$ cat config.mk
export PLATFORM = sky130hd
export DESIGN_NAME = fen_board_loader
export DESIGN_NICKNAME = d
export VERILOG_FILES = /design/src/rtl/fbl_pkg.sv /design/src/rtl/fen_board_loader.sv /design/src/rtl/fbl_datapath.sv /design/src/rtl/fbl_ctrl.sv
export SDC_FILE = /design/constraint.sdc
export NUM_CORES = 1
export LEC_CHECK = 0
export ABC_AREA = 0
export BUFFER_PORTS_ARGS = -buffer_cell sky130_fd_sc_hd__clkbuf_2
export CAP_MARGIN = 20
export CORE_MARGIN = 5
export CORE_UTILIZATION = 45
export CTS_CLUSTER_DIAMETER = 100
export DETAILED_ROUTE_END_ITERATION = 12
export GPL_ROUTABILITY_DRIVEN = 0
export GPL_TIMING_DRIVEN = 0
export PLACE_DENSITY = 0.68
export RECOVER_POWER = 50
export SLEW_MARGIN = 20
export SYNTH_ARGS = -nofsm -noshare
export SYNTH_HDL_FRONTEND = slang
export SYNTH_SLANG_ARGS = --single-unit
$ cat constraint.sdc
create_clock -name i_clk -period 11.2 [get_ports i_clk]
set_clock_uncertainty 0.05 [all_clocks]
set_input_delay 0.56 -clock i_clk [delete_from_list [all_inputs] [get_ports i_clk]]
set_output_delay 0.56 -clock i_clk [all_outputs]
set_load 0.01 [all_outputs]
$ cat src/rtl/fbl_pkg.sv
// ----------------------------------------------------------------------------
// fbl_pkg: shared types and constants of the board loader
// Item and result structs, request and status codes, character constants,
// and the command and status bundles between controller and datapath.
// ----------------------------------------------------------------------------
package fbl_pkg;

    // Width used to compare the 4-bit register and request fields against
    // board sizes of up to sixteen.
    localparam int CMP_W = 6;

    localparam logic [7:0] CH_BLANK = 8'h20;
    localparam logic [7:0] CH_SLASH = 8'h2F;
    localparam logic [7:0] CH_ZERO  = 8'h30;
    localparam logic [7:0] CH_NINE  = 8'h39;

    localparam logic [1:0] KIND_BEGIN = 2'd0;
    localparam logic [1:0] KIND_BYTE  = 2'd1;
    localparam logic [1:0] KIND_READ  = 2'd2;

    localparam logic [1:0] STAT_OK         = 2'd0;
    localparam logic [1:0] STAT_LOADED     = 2'd1;
    localparam logic [1:0] STAT_FORMAT_ERR = 2'd2;
    localparam logic [1:0] STAT_BAD_REQ    = 2'd3;

    localparam logic CFG_RANK_COUNT   = 1'b0;
    localparam logic CFG_COLUMN_COUNT = 1'b1;

    localparam logic [3:0] RANK_COUNT_RESET   = 4'd8;
    localparam logic [3:0] COLUMN_COUNT_RESET = 4'd8;

    typedef struct packed {
        logic [1:0] kind;
        logic [7:0] fen_byte;
        logic [3:0] read_column;
        logic [3:0] read_rank;
    } t_in_item;

    typedef struct packed {
        logic [1:0] status;
        logic [7:0] cell_value;
    } t_out_item;

    typedef enum logic [1:0] {
        PH_IDLE,
        PH_FILL,
        PH_SEP
    } t_phase;

    typedef enum logic [2:0] {
        CS_IDLE,
        CS_EXEC,
        CS_DRAIN,
        CS_READ,
        CS_DONE
    } t_ctl_state;

    typedef struct packed {
        logic accept;
        logic exec;
        logic drain;
        logic rd_capture;
        logic out_load;
    } t_ctl_cmd;

    typedef struct packed {
        logic go_read;
        logic more_blanks;
    } t_dp_status;

    typedef struct packed {
        logic       we;
        logic       index;
        logic [3:0] value;
    } t_cfg_wr;

endpackage

$ cat src/rtl/fen_board_loader.sv
// ----------------------------------------------------------------------------
// fen_board_loader: board store loaded from FEN piece placement
// Top level: APB register decode, sequencer and datapath.
// ----------------------------------------------------------------------------
// The input channel carries one request per transfer: begin a load, one
// notation byte, or a read of one cell. Every request yields exactly one
// result transfer on the output channel with a status and a cell value.
// Two registers sit on the APB port: rank_count at 0x0, column_count at 0x4.
// Writing a value that differs from the held one clears the board and
// aborts any load in progress; pready is always high.
//
// A cell read goes through a registered memory read. A digit byte, or a rank
// separator that leaves n further blanks to write (n is at most 8), drains
// them before its result, since the datapath writes one cell per cycle
// through a single memory write port. The block takes a new request in the
// cycle after the previous result moves into the output register, and takes
// none while one is at work. A format error clears the board by dropping
// the per-cell valid bits.
//
// Reset clears the board to spaces, ends any load and sets both registers
// to 8. When the receiver stalls, the result waits in the output register
// and the next request is still taken and worked on; it only waits at the
// end until the output register is free.
// ----------------------------------------------------------------------------
module fen_board_loader import fbl_pkg::*; #(
    parameter int MAX_RANKS   = 8,
    parameter int MAX_COLUMNS = 8
) (
    input  logic        i_clk,
    input  logic        i_rst_n,
    input  logic        i_in_valid,
    output logic        o_in_ready,
    input  t_in_item    i_in_item,
    output logic        o_out_valid,
    input  logic        i_out_ready,
    output t_out_item   o_out_item,
    input  logic        psel,
    input  logic        penable,
    input  logic        pwrite,
    input  logic [2:0]  paddr,
    input  logic [31:0] pwdata,
    output logic [31:0] prdata,
    output logic        pready
);

    t_cfg_wr    cfg_wr;
    t_ctl_cmd   cmd;
    t_dp_status status;
    logic [3:0] rank_count;
    logic [3:0] column_count;

    // Registers are decoded on address bit 2 only; the low bits are ignored.
    assign pready       = 1'b1;
    assign cfg_wr.we    = psel && penable && pwrite;
    assign cfg_wr.index = paddr[2];
    assign cfg_wr.value = pwdata[3:0];
    assign prdata = {28'd0, (paddr[2] == CFG_COLUMN_COUNT) ? column_count : rank_count};

    fbl_ctrl u_ctrl (
        .i_clk       (i_clk),
        .i_rst_n     (i_rst_n),
        .i_in_valid  (i_in_valid),
        .i_out_ready (i_out_ready),
        .i_status    (status),
        .o_cmd       (cmd),
        .o_in_ready  (o_in_ready),
        .o_out_valid (o_out_valid)
    );

    fbl_datapath #(
        .MAX_RANKS   (MAX_RANKS),
        .MAX_COLUMNS (MAX_COLUMNS)
    ) u_datapath (
        .i_clk          (i_clk),
        .i_rst_n        (i_rst_n),
        .i_cfg_wr       (cfg_wr),
        .i_cmd          (cmd),
        .i_in_item      (i_in_item),
        .o_status       (status),
        .o_out_item     (o_out_item),
        .o_rank_count   (rank_count),
        .o_column_count (column_count)
    );

endmodule

$ cat src/rtl/fbl_datapath.sv
// ----------------------------------------------------------------------------
// fbl_datapath: board store, load cursor and result registers
// Holds the configuration, the cell memory with its valid bits, the load
// cursor and blank run, and the result and output registers.
// ----------------------------------------------------------------------------
module fbl_datapath import fbl_pkg::*; #(
    parameter int MAX_RANKS   = 8,
    parameter int MAX_COLUMNS = 8
) (
    input  logic       i_clk,
    input  logic       i_rst_n,
    input  t_cfg_wr    i_cfg_wr,
    input  t_ctl_cmd   i_cmd,
    input  t_in_item   i_in_item,
    output t_dp_status o_status,
    output t_out_item  o_out_item,
    output logic [3:0] o_rank_count,
    output logic [3:0] o_column_count
);

    localparam int CELL_COUNT = MAX_RANKS * MAX_COLUMNS;
    localparam int AW = (CELL_COUNT > 1) ? $clog2(CELL_COUNT) : 1;
    localparam int RW = $clog2(MAX_RANKS + 1);
    localparam int CW = $clog2(MAX_COLUMNS + 2);

    logic [3:0]            r_rank_count;
    logic [3:0]            r_column_count;
    t_phase                r_phase, n_phase;
    logic [RW-1:0]         r_crank, n_crank;
    logic [CW-1:0]         r_ccol, n_ccol;
    logic [3:0]            r_run, n_run;
    t_in_item              r_item;
    logic [1:0]            r_res_status, n_res_status;
    logic [7:0]            r_res_cell;
    t_out_item             r_out;
    logic [7:0]            r_cells [CELL_COUNT];
    logic [CELL_COUNT-1:0] r_cell_valid;
    logic [7:0]            r_rd_data;
    logic                  r_rd_valid;

    logic [CMP_W-1:0] ranks_w;
    logic [CMP_W-1:0] cols_w;
    logic [RW-1:0]    eff_ranks;
    logic [CW-1:0]    eff_cols;
    logic             is_digit;
    logic             is_sep;
    logic [3:0]       digit;
    logic [CW-1:0]    col_inc;
    logic             past_end;
    logic             read_ok;
    logic [RW-1:0]    rank_m1;
    logic [CW-1:0]    col_m1;
    logic [AW-1:0]    wr_addr;
    logic [AW-1:0]    rd_addr;
    logic             wr_en;
    logic [7:0]       wr_data;
    logic             fmt_clear;
    logic             cfg_change;
    logic             clear_all;

    // Out-of-range register values act as saturated to 1..MAX.
    always_comb begin
        priority if (r_rank_count == 4'd0) begin
            ranks_w = CMP_W'(1);
        end else if (CMP_W'(r_rank_count) > CMP_W'(MAX_RANKS)) begin
            ranks_w = CMP_W'(MAX_RANKS);
        end else begin
            ranks_w = CMP_W'(r_rank_count);
        end
        priority if (r_column_count == 4'd0) begin
            cols_w = CMP_W'(1);
        end else if (CMP_W'(r_column_count) > CMP_W'(MAX_COLUMNS)) begin
            cols_w = CMP_W'(MAX_COLUMNS);
        end else begin
            cols_w = CMP_W'(r_column_count);
        end
    end

    assign eff_ranks = RW'(ranks_w);
    assign eff_cols  = CW'(cols_w);

    assign is_digit = (r_item.fen_byte >= CH_ZERO) && (r_item.fen_byte <= CH_NINE);
    assign is_sep   = (r_item.fen_byte == CH_SLASH) || (r_item.fen_byte == CH_BLANK);
    assign digit    = r_item.fen_byte[3:0];
    assign col_inc  = r_ccol + CW'(1);
    assign past_end = CMP_W'(col_inc) > cols_w;

    assign read_ok = (r_item.kind == KIND_READ)
                     && (r_item.read_column != 4'd0)
                     && (CMP_W'(r_item.read_column) <= cols_w)
                     && (r_item.read_rank != 4'd0)
                     && (CMP_W'(r_item.read_rank) <= ranks_w);

    // Cell (c, r) lives at (r-1)*columns + (c-1); the sum always stays
    // below the cell count, so modulo-2^AW arithmetic is exact.
    assign rank_m1 = r_crank - RW'(1);
    assign col_m1  = r_ccol - CW'(1);
    assign wr_addr = AW'(AW'(rank_m1) * AW'(eff_cols)) + AW'(col_m1);
    assign rd_addr = AW'(AW'(r_item.read_rank - 4'd1) * AW'(eff_cols))
                     + AW'(r_item.read_column - 4'd1);

    always_comb begin
        n_phase      = r_phase;
        n_crank      = r_crank;
        n_ccol       = r_ccol;
        n_run        = r_run;
        n_res_status = r_res_status;
        wr_en        = 1'b0;
        wr_data      = CH_BLANK;
        fmt_clear    = 1'b0;
        if (i_cmd.exec) begin
            n_res_status = STAT_BAD_REQ;
            unique case (r_item.kind)
                KIND_BEGIN: begin
                    n_phase      = PH_FILL;
                    n_crank      = eff_ranks;
                    n_ccol       = CW'(1);
                    n_run        = 4'd0;
                    n_res_status = STAT_OK;
                end
                KIND_BYTE: begin
                    unique case (r_phase)
                        PH_FILL: begin
                            wr_en        = 1'b1;
                            wr_data      = is_digit ? CH_BLANK : r_item.fen_byte;
                            n_ccol       = col_inc;
                            n_res_status = STAT_OK;
                            if (past_end) begin
                                n_phase = PH_SEP;
                            end
                            if (is_digit) begin
                                n_run = (digit != 4'd0) ? digit - 4'd1 : 4'd0;
                            end
                        end
                        PH_SEP: begin
                            if (is_sep && (r_crank <= RW'(1))) begin
                                // Last rank closed: the load ends and any
                                // pending blanks are dropped.
                                n_phase      = PH_IDLE;
                                n_crank      = '0;
                                n_ccol       = '0;
                                n_run        = 4'd0;
                                n_res_status = STAT_LOADED;
                            end else if (is_sep) begin
                                n_phase      = PH_FILL;
                                n_crank      = r_crank - RW'(1);
                                n_ccol       = CW'(1);
                                n_res_status = STAT_OK;
                            end else begin
                                fmt_clear    = 1'b1;
                                n_phase      = PH_IDLE;
                                n_crank      = '0;
                                n_ccol       = '0;
                                n_run        = 4'd0;
                                n_res_status = STAT_FORMAT_ERR;
                            end
                        end
                        default: begin
                            n_res_status = STAT_BAD_REQ;
                        end
                    endcase
                end
                KIND_READ: begin
                    n_res_status = read_ok ? STAT_OK : STAT_BAD_REQ;
                end
                default: begin
                    n_res_status = STAT_BAD_REQ;
                end
            endcase
        end else if (i_cmd.drain) begin
            wr_en  = 1'b1;
            n_ccol = col_inc;
            n_run  = r_run - 4'd1;
            if (past_end) begin
                n_phase = PH_SEP;
            end
        end
    end

    assign o_status.go_read     = read_ok;
    assign o_status.more_blanks = (n_run != 4'd0) && (n_phase == PH_FILL);

    assign cfg_change = i_cfg_wr.we
        && (((i_cfg_wr.index == CFG_RANK_COUNT) && (i_cfg_wr.value != r_rank_count))
         || ((i_cfg_wr.index == CFG_COLUMN_COUNT) && (i_cfg_wr.value != r_column_count)));
    assign clear_all = cfg_change || fmt_clear;

    always_ff @(posedge i_clk) begin
        if (!i_rst_n) begin
            r_rank_count   <= RANK_COUNT_RESET;
            r_column_count <= COLUMN_COUNT_RESET;
        end else if (i_cfg_wr.we) begin
            if (i_cfg_wr.index == CFG_RANK_COUNT) begin
                r_rank_count <= i_cfg_wr.value;
            end else begin
                r_column_count <= i_cfg_wr.value;
            end
        end
    end

    always_ff @(posedge i_clk) begin
        if (!i_rst_n) begin
            r_phase <= PH_IDLE;
            r_crank <= '0;
            r_ccol  <= '0;
            r_run   <= 4'd0;
        end else if (cfg_change) begin
            r_phase <= PH_IDLE;
            r_crank <= '0;
            r_ccol  <= '0;
            r_run   <= 4'd0;
        end else begin
            r_phase <= n_phase;
            r_crank <= n_crank;
            r_ccol  <= n_ccol;
            r_run   <= n_run;
        end
    end

    always_ff @(posedge i_clk) begin
        if (i_cmd.accept) begin
            r_item <= i_in_item;
        end
        r_res_status <= n_res_status;
        if (i_cmd.exec) begin
            r_res_cell <= 8'h00;
        end else if (i_cmd.rd_capture) begin
            r_res_cell <= r_rd_valid ? r_rd_data : CH_BLANK;
        end
        if (i_cmd.out_load) begin
            r_out.status     <= r_res_status;
            r_out.cell_value <= r_res_cell;
        end
    end

    // A cell that has not been written since the last clear reads as blank.
    always_ff @(posedge i_clk) begin
        if (!i_rst_n) begin
            r_cell_valid <= '0;
        end else if (clear_all) begin
            r_cell_valid <= '0;
        end else if (wr_en) begin
            r_cell_valid[wr_addr] <= 1'b1;
        end
    end

    always_ff @(posedge i_clk) begin
        if (wr_en) begin
            r_cells[wr_addr] <= wr_data;
        end
        r_rd_data  <= r_cells[rd_addr];
        r_rd_valid <= r_cell_valid[rd_addr];
    end

    assign o_out_item     = r_out;
    assign o_rank_count   = r_rank_count;
    assign o_column_count = r_column_count;

endmodule

$ cat src/rtl/fbl_ctrl.sv
// ----------------------------------------------------------------------------
// fbl_ctrl: sequencer of the board loader
// Steps each request through execute, blank drain or cell read, and hands
// the result to the output register when it is free.
// ----------------------------------------------------------------------------
module fbl_ctrl import fbl_pkg::*; (
    input  logic       i_clk,
    input  logic       i_rst_n,
    input  logic       i_in_valid,
    input  logic       i_out_ready,
    input  t_dp_status i_status,
    output t_ctl_cmd   o_cmd,
    output logic       o_in_ready,
    output logic       o_out_valid
);

    t_ctl_state r_state, n_state;
    logic       r_out_valid;
    logic       out_free;

    assign out_free = !r_out_valid || i_out_ready;

    always_comb begin
        n_state = r_state;
        unique case (r_state)
            CS_IDLE: begin
                if (i_in_valid) begin
                    n_state = CS_EXEC;
                end
            end
            CS_EXEC: begin
                priority if (i_status.go_read) begin
                    n_state = CS_READ;
                end else if (i_status.more_blanks) begin
                    n_state = CS_DRAIN;
                end else begin
                    n_state = CS_DONE;
                end
            end
            CS_DRAIN: begin
                n_state = i_status.more_blanks ? CS_DRAIN : CS_DONE;
            end
            CS_READ: begin
                n_state = CS_DONE;
            end
            CS_DONE: begin
                if (out_free) begin
                    n_state = CS_IDLE;
                end
            end
            default: begin
                n_state = CS_IDLE;
            end
        endcase
    end

    always_comb begin
        o_in_ready       = (r_state == CS_IDLE);
        o_cmd.accept     = (r_state == CS_IDLE) && i_in_valid;
        o_cmd.exec       = (r_state == CS_EXEC);
        o_cmd.drain      = (r_state == CS_DRAIN);
        o_cmd.rd_capture = (r_state == CS_READ);
        o_cmd.out_load   = (r_state == CS_DONE) && out_free;
    end

    always_ff @(posedge i_clk) begin
        if (!i_rst_n) begin
            r_state     <= CS_IDLE;
            r_out_valid <= 1'b0;
        end else begin
            r_state <= n_state;
            if (o_cmd.out_load) begin
                r_out_valid <= 1'b1;
            end else if (i_out_ready) begin
                r_out_valid <= 1'b0;
            end
        end
    end

    assign o_out_valid = r_out_valid;

endmodule

==> reports/summary.md, run 1 <==
The flow ran to the end, but the final reports show violations. The checks that failed: max-capacitance violations, max-slew violations. Yosys printed 0 warnings. The logs give 5 for the first-pass iteration count of the detailed router and 0 for the total congestion overflow.

Clock-pin slew was measured on the worst setup and hold paths at 0.06 ns. After detailed routing, the number of vias per cell comes to 5.78. Setup repair after global routing left no endpoint under its margin. The run gives 2456 as the final instance count without filler cells. The setup path with the least slack is of type flop to flop. The first global-routing pass estimated 91900 um of wire. For the number of global-route vias before repair, the log shows 14500. Once the clock tree was built, the setup fixing pass inserted 0 buffers. The HPWL after detailed placement is 40400 um. Number of hold buffers added after cts: 0. STA classifies the critical path startpoint as a flop. The I/O pin count was 105; the area share of the leading cell type in the synthesized netlist was 0.603.

For the portion of the post-synthesis area used by sequential elements, the log shows 0.683. Across the run, the number of max-cap violations was 8. Hold timing on the final database bottoms out at a slack of 0.0876 ns.

Post-route minimum period: 5.73 ns. The number of cell rows is 89. The root buffer cell chosen for the clock tree is sky130_fd_sc_hd__clkbuf_16. The share of final-layout standard cells stronger than drive strength 1 came out at 0.228.

Violation count after the first detailed-route iteration: 1395. Along the worst path, the maximum fanout reaches 10. The total negative setup slack is 0 ns, and the number of pins with negative max-slew slack in the final report is 468. The core area was 59200 um^2; the power per cell area was 171 nW/um^2. After synthesis, the cell types taking the most area are sky130_fd_sc_hd__edfxtp_1 60%, sky130_fd_sc_hd__mux4_2 15%, sky130_fd_sc_hd__dfxtp_1 7.9%, sky130_fd_sc_hd__ha_1 2.0%, sky130_fd_sc_hd__nor2_1 1.9%.

The run gives 0.455 as the initial core utilization. The top cell types in the final layout, fill and taps aside, are 542 x sky130_fd_sc_hd__edfxtp_1, 180 x sky130_fd_sc_hd__mux4_2, 136 x sky130_fd_sc_hd__nor2_1. The net count of the finished layout is 1746.

The tools report the number of antenna violations at the first check in global routing as 0. The worst setup path is captured at a flop. Worst-skew pair later-pin latency: 0.59 ns.

The die boundary height came out at 255 um. TritonCTS built the clock tree. Count of buffers from port buffering: 44. The required time of the critical path is 11.58 ns, and the fraction of synthesis flops using an asynchronous set or reset pin is 0. Remaining antenna violation count after routing: 0.

The layout has 4682 filler cells. The antenna diode count was 0; the share of the clock period used by the worst path was 0.512. The number of flops mapped to enable cells by yosys works out to 542. In this run the mean area of a mapped cell was 18.2 um^2. The worst-case headroom to the max-slew limit came out at -1.40.

For the hold violation total from the final report, the log shows 0. The most used flip-flop cell after synthesis is sky130_fd_sc_hd__edfxtp_1. The post-cts sizing count came out at 0. The total length of routed wires was 61200 um; the maximum number of pins on one net before global-route repair was 65. The number of different library cells in the post-synthesis netlist was 74; the floorplan die area was 65000 um^2.

The logs give 0.190 for the total global routing track utilization and 3 for the H-tree level count. The synthesized design spends more area on one cell type than any other, namely sky130_fd_sc_hd__edfxtp_1. Gate count of the mapped netlist: 1486. Transition at the pin with the smallest max-transition slack: 3.61 ns. Die extent in x: 255 um. Across the VDD grid, the largest voltage drop is 0.106 mV.

The total via count in the routed design is 14200, and the maximum root-to-sink buffer count is 3. The cell count after placement was 2333. The library cell used most frequently in the layout, excluding fill and tap cells, is sky130_fd_sc_hd__edfxtp_1. After detailed routing, the number of remaining DRC violations is 0. In this run the static leakage power is 11.7 nW. The synthesized cell area is 27000 um^2. Worst min-delay path category: input pin to flop.

For this design, the sink count on the clock tree is 649. Setup violations remaining at the end of the flow were counted as 0. For this run, the top clock speed supported by timing is 174 MHz. From synthesis to final layout, the design area changed by 13.0%. The number of flip-flops and latches in the synthesized netlist works out to 649.

In the final routed layout, each cell accounts on average for 24.9 um. The clock buffer count from CTS is 67. Data arrives at the worst endpoint at 6.11 ns.
## area by class of cell
cell class,instances,area (um^2),share of cell area
Clock buffer,92,1930,0.0631
Sequential cell,649,18400,0.604
Timing Repair Buffer,47,210,0.00689
Tap cell,773,967,0.0317
Buffer,85,517,0.0169
Multi-Input combinational cell,740,7990,0.262
Clock inverter,31,322,0.0105
Inverter,39,146,0.00480
## cells by family (layout without fill, tap and decap cells)
kind of cell | after synthesis | count (layout) | share of synthesized area
AND/OR/NAND/NOR | 242 | 242 | 0.0416
buffers and inverters | 124 | 294 | 0.0247
other | 2 | 29 | 0.000278
adder cells (fa/ha/maj) | 57 | 57 | 0.0303
AO/OA/AOI/OAI | 158 | 158 | 0.0419
XOR/XNOR | 35 | 35 | 0.0137
multiplexers | 219 | 219 | 0.165
flip-flops | 649 | 649 | 0.683
## synth_stat cells, types with 16 or more instances
| master | number |
|---|---|
| sky130_fd_sc_hd__dfxtp_1 | 107 |
| sky130_fd_sc_hd__xor2_1 | 18 |
| sky130_fd_sc_hd__ha_1 | 43 |
| sky130_fd_sc_hd__edfxtp_1 | 542 |
| sky130_fd_sc_hd__buf_2 | 20 |
| sky130_fd_sc_hd__a21oi_1 | 24 |
| sky130_fd_sc_hd__nand2_1 | 35 |
| sky130_fd_sc_hd__inv_1 | 35 |
| sky130_fd_sc_hd__o21ai_0 | 16 |
| sky130_fd_sc_hd__buf_4 | 33 |
| sky130_fd_sc_hd__o21a_1 | 67 |
| sky130_fd_sc_hd__mux2i_1 | 35 |
| sky130_fd_sc_hd__nor2_1 | 136 |
| sky130_fd_sc_hd__mux4_2 | 180 |
| sky130_fd_sc_hd__clkbuf_1 | 25 |
## critical path, stage by stage, from the launching register on
cell and delay (ns):
sky130_fd_sc_hd__edfxtp_1 0.47, sky130_fd_sc_hd__inv_1 0.13, sky130_fd_sc_hd__ha_1 0.25, sky130_fd_sc_hd__xnor2_1 0.35
sky130_fd_sc_hd__nor2_1 0.10, sky130_fd_sc_hd__fa_1 0.49, sky130_fd_sc_hd__inv_1 0.05, sky130_fd_sc_hd__fa_1 0.53
sky130_fd_sc_hd__inv_1 0.06, sky130_fd_sc_hd__fa_1 0.49, sky130_fd_sc_hd__ha_1 0.37, sky130_fd_sc_hd__xor2_2 0.67
sky130_fd_sc_hd__buf_4 0.38, sky130_fd_sc_hd__mux4_2 0.58, sky130_fd_sc_hd__mux2i_1 0.35, sky130_fd_sc_hd__mux2i_1 0.21
## through the flow
step           total power, mW  setup slack, ns   util  cell area [um^2]
2_1_floorplan             2.92             6.58      -             27100
3_3_place_gp              3.02             5.57  0.477             28300
3_5_place_dp              3.03             5.57  0.479             28400
4_1_cts                   5.26             5.52  0.517             30600
5_1_grt                   5.39             5.12  0.515             30500
6_report                  5.22             5.47  0.515             30500
## registers in the layout (all words and copies together) (netlist names)
name                       count
u_datapath.r_rd_valid          1
u_datapath.r_res_cell          8
u_datapath.r_cells           512
u_ctrl.o_out_valid             1
u_datapath.r_ccol              4
u_datapath.o_rank_count        4
u_datapath.o_column_count      4
u_ctrl.r_state                 3
u_datapath.r_res_status        2
u_datapath.o_out_item         10
u_datapath.r_rd_data           8
u_datapath.r_item             14
u_datapath.digit               4
u_datapath.r_crank             4
u_datapath.r_phase             2
u_datapath.r_cell_valid       64
u_datapath.r_run               4
## per-layer routing
layer,global-route usage,share of wire,vias to the layer above
met5,0,0,-
met2,0.301,0.48,586
met3,0.0454,0.083,106
met4,0.0696,0.032,0
met1,0.262,0.41,7372
li1,-,-,6133
## power by group
part	switching, mW	internal (mW)
logic	0.226	0.143
registers	0.00978	2.59
clock network	0.919	1.33
total	1.15	4.07
## path summary, 6_finish.rpt
kind,start,endpoint,slack (ns),cells after the start
min,i_in_item[6],u_datapath.r_item[6],0.09,1
max,u_datapath.r_item[0],u_datapath.r_rd_data[3],5.47,15
max reg2reg,u_datapath.r_item[0],u_datapath.r_rd_data[3],5.47,15
min reg2reg,u_datapath.r_res_status[1],u_datapath.o_out_item[9],0.37,0
No activity file was read; power rests on OpenSTA's default activity.
==> inputs of run 2 (changes only) <==
PLACE_DENSITY = 0.7   (was 0.68)
clock period = 4.67 ns   (was 11.2 ns; I/O delays follow)
==> run 2 against run 1 <==
Sequential cell count unchanged. The flow still finishes with violations (max-capacitance violations, max-slew violations). Worst setup slack got worse by 5.4 ns. Combinational power grew to 3.4 times the previous value. Die area did not move. Highest routed layer unchanged. Clock power grew 130%.
==> reports/summary.md, run 2 (synthesis gave the netlist of run 1 again) <==
Relative area change from synthesis to final layout: 20.4% (was 13.0%). Maximum number of pins on one net before global-route repair: 65 (unchanged). The tools report the total length of routed wires as 66200 um (was 61200 um). The worst min-delay path category was input pin to flop (unchanged). The number of pins with negative max-slew slack in the final report is 94 (was 468). The tools report the endpoint of the worst setup timing path as u_datapath.r_rd_data[2] (was u_datapath.r_rd_data[3]). For the cell count after placement, the log shows 2333 (unchanged). The leading cell type in the layout, fill and taps excluded is sky130_fd_sc_hd__edfxtp_1 (unchanged).

The internal power came out at 9.77 mW (was 4.07 mW). Total via count in the routed design: 15000 (was 14200). The run gives 4398 (was 4682) as the filler cell count in the final layout. For the routing usage on met2, the log shows 0.325 (was 0.301). The sort of element at the end of the critical path was a flop (unchanged). Clock root buffer master: sky130_fd_sc_hd__clkbuf_16 (unchanged). The share of power burned in combinational logic came out at 0.097 (was 0.071).

The remaining antenna violation count after routing is 0 (unchanged). For the total congestion overflow, the log shows 0 (unchanged). For the hold violation total from the final report, the log shows 0 (unchanged). The run gives 0.490 (was 0.499) as the share of total power in sequential cells. The die extent in x is 255 um (unchanged), and the clock-pin slew of the registers on the worst-case setup and hold paths is 0.06 ns (about the same). The via count normalized by instance count is 5.88 (was 5.78).

Slack of the critical path: 0.0850 ns (was 5.47 ns). The setup slack on the worst flop-to-flop path is 0.09 ns (was 5.47 ns). The final instance count without filler cells was 2547 (was 2456); the max-cap violation count was 2 (was 8). Maximum clock rate: 218 MHz (was 174 MHz). Commonest cells after routing, fill and taps aside: 542 x sky130_fd_sc_hd__edfxtp_1, 180 x sky130_fd_sc_hd__mux4_2, 106 x sky130_fd_sc_hd__dfxtp_1 (was 542 x sky130_fd_sc_hd__edfxtp_1, 180 x sky130_fd_sc_hd__mux4_2, 136 x sky130_fd_sc_hd__nor2_1).

For the data arrival time at the worst-slack endpoint, the log shows 5.01 ns (was 6.11 ns). The met3 usage in global routing was 0.0440 (was 0.0454). The floorplan die area was 65000 um^2 (unchanged); the post-route minimum period was 4.58 ns (was 5.73 ns).

The run gives 0.455 (unchanged) as the initial core utilization. The number of cell rows is 89 (unchanged). The worst-path maximum fanout is 10 (unchanged). Power per cell area: 392 nW/um^2 (was 171 nW/um^2). Launch instance of the worst register-to-register path: u_datapath.r_item[0] (unchanged). The count of buffers from port buffering is 44 (unchanged).

The tools report the first-pass iteration count of the detailed router as 7 (was 5). The kind of start point of the critical path is a flop (unchanged). The run gives 0.274 (was 0.262) as the routing usage on met1. The logs give 97300 um (was 91900 um) for the global-route wire length before repair and 0.61 ns (was 0.59 ns) for the worst-skew pair later-pin latency. For the clock buffer count from CTS, the log shows 67 (unchanged).

The flow ran to the end, but the final reports show violations. Failing checks: max-capacitance violations, max-slew violations (unchanged). The tools report the clock group share of total power as 0.412 (was 0.431).

The violation count after the first detailed-route iteration is 1460 (was 1395), and the static leakage is 12.2 nW (was 11.7 nW). The tools report the worst-case headroom to the max-slew limit as -0.234 (was -1.40). The global routing's busiest layer was met2 (unchanged). The run gives 0.224 mV (was 0.106 mV) as the maximum VDD drop.

The required time of the critical path is 5.10 ns (was 11.58 ns). The count of clock tree sinks came out at 649 (unchanged). The logs give -0.986 ns (was 5.57 ns) for the worst slack at placement and 105 (unchanged) for the I/O pin count.

The logs give 0 (unchanged) for the DRC violation count after routing and 3 (unchanged) for the H-tree level count. Placed wire-length estimate after detailed placement: 40100 um (was 40400 um). The share of final-layout standard cells stronger than drive strength 1 was 0.326 (was 0.228); the reported net switching power was 2.96 mW (was 1.15 mW). The tools report the start point of the critical path as u_datapath.r_item[0] (unchanged).

TritonCTS built the clock tree. The number of flip-flops under the largest register name was 512 (unchanged). The total global routing track utilization came out at 0.201 (was 0.190).

The core area is 59200 um^2 (unchanged), and the share of the clock period used by the worst path is 0.982 (was 0.512). Largest registers: u_datapath.r_cells (512), u_datapath.r_cell_valid (64), u_datapath.r_item (14) (unchanged). Endpoint of the worst register-to-register path: u_datapath.r_rd_data[2] (was u_datapath.r_rd_data[3]). The number of cells on the worst reg-to-reg path came out at 16 (was 15). Top register by number of flip-flops: u_datapath.r_cells (unchanged). The switching portion of total power came out at 0.233 (was 0.221). The mean routed wirelength per cell is 26.0 um (was 24.9 um).

The count of final setup violators came out at 0 (unchanged). The logs give 15200 (was 14500) for the number of global-route vias before repair and 1838 (was 1746) for the net total in the final layout. The run gives 0 (unchanged) as the number of antenna violations at the first check in global routing. The antenna diode count was 0 (unchanged); the die boundary height was 255 um (unchanged).

The run gives 3 (unchanged) as the maximum root-to-sink buffer count. Transition at the pin with the smallest max-transition slack: 1.85 ns (was 3.61 ns). The start-to-end type of the worst setup path was flop to flop (unchanged).
run 2: changes by cell type in the layout (fill, tap and decap cells not counted), sizes merged, moves of 3 or more:
| cell | change |
|---|---|
| nand2 | +3 |
| clkbuf | -5 |
| nor2 | +34 |
| buf | +33 |
| dlygate4sd3 | +26 |
run 2: final cells by class:
type	count	area [um^2]	share of cell area
flip-flops and latches	649	18400	0.567
multi-input cells	777	9270	0.285
clock buffers	91	1860	0.0573
well taps	773	967	0.0298
repair buffers	103	882	0.0272
plain buffers	84	637	0.0196
clock inverters	31	294	0.00905
inverters	39	149	0.00458
run 2: power groups by stage:
stage / logic [mW] / clock network, mW / registers, mW
floorplan: 0.635 / 0 / 6.36
global placement: 0.877 / 0 / 6.36
detailed placement: 0.892 / 0 / 6.36
CTS: 1.15 / 5.32 / 6.24
global route: 1.31 / 5.59 / 6.24
finish: 1.24 / 5.25 / 6.24
run 2: stage by stage:
| step | TNS [ns] | power, mW | hold slack, ns | utilization | instance area (um^2) |
|---|---|---|---|---|---|
| 6_report | 0 | 12.7 | 0.142 | 0.548 | 32500 |
| 5_1_grt | -0.0682 | 13.1 | 0.170 | 0.548 | 32500 |
| 4_1_cts | 0 | 12.7 | 0.123 | 0.542 | 32100 |
| 2_1_floorplan | 0 | 6.99 | 0.245 | - | 27100 |
| 3_3_place_gp | -360.91 | 7.24 | 0.360 | 0.477 | 28300 |
| 3_5_place_dp | -403.96 | 7.26 | 0.363 | 0.479 | 28400 |
run 2: repair_timing:
action	in CTS	in global routing
hold buffers	26	0
cloned	31	6
setup endpoints to repair	585	585
setup buffers	11	19
resized for setup	240	41
endpoints found under the hold margin	29	0
pin swaps	44	48
run 2: how the worst min path moves through the flow:
stage            startpoint                            to  slack (ns)  cells past startpoint
5_1_grt              pwrite  u_datapath.o_column_count[1]        0.17                      4
2_1_floorplan       i_rst_n  u_datapath.o_column_count[3]        0.25                      1
3_5_place_dp   i_in_item[7]          u_datapath.r_item[7]        0.36                      1
3_3_place_gp   i_in_item[7]          u_datapath.r_item[7]        0.36                      1
6_report             pwrite  u_datapath.o_column_count[3]        0.14                      4
4_1_cts              pwrite  u_datapath.o_column_count[3]        0.12                      4
run 2: per-layer routing:
metal	routed length [um]	share of wire	vias to the layer above
met5	0	0	-
met4	2110	0.032	0
met3	5540	0.084	131
met2	32500	0.49	747
met1	26000	0.39	7700
li1	-	-	6389
run 2: critical path, stage by stage, from the launching register on:
cell and delay (ns):
sky130_fd_sc_hd__edfxtp_1 0.42, sky130_fd_sc_hd__inv_2 0.12, sky130_fd_sc_hd__ha_4 0.19, sky130_fd_sc_hd__xnor2_4 0.14, sky130_fd_sc_hd__nor2_1 0.08, sky130_fd_sc_hd__fa_1 0.49, sky130_fd_sc_hd__inv_1 0.06, sky130_fd_sc_hd__fa_1 0.55
sky130_fd_sc_hd__inv_1 0.06, sky130_fd_sc_hd__fa_1 0.51, sky130_fd_sc_hd__ha_4 0.33, sky130_fd_sc_hd__xor2_4 0.16, sky130_fd_sc_hd__buf_12 0.15, sky130_fd_sc_hd__buf_16 0.16, sky130_fd_sc_hd__mux4_2 0.59, sky130_fd_sc_hd__mux2i_2 0.27
sky130_fd_sc_hd__mux2i_1 0.12
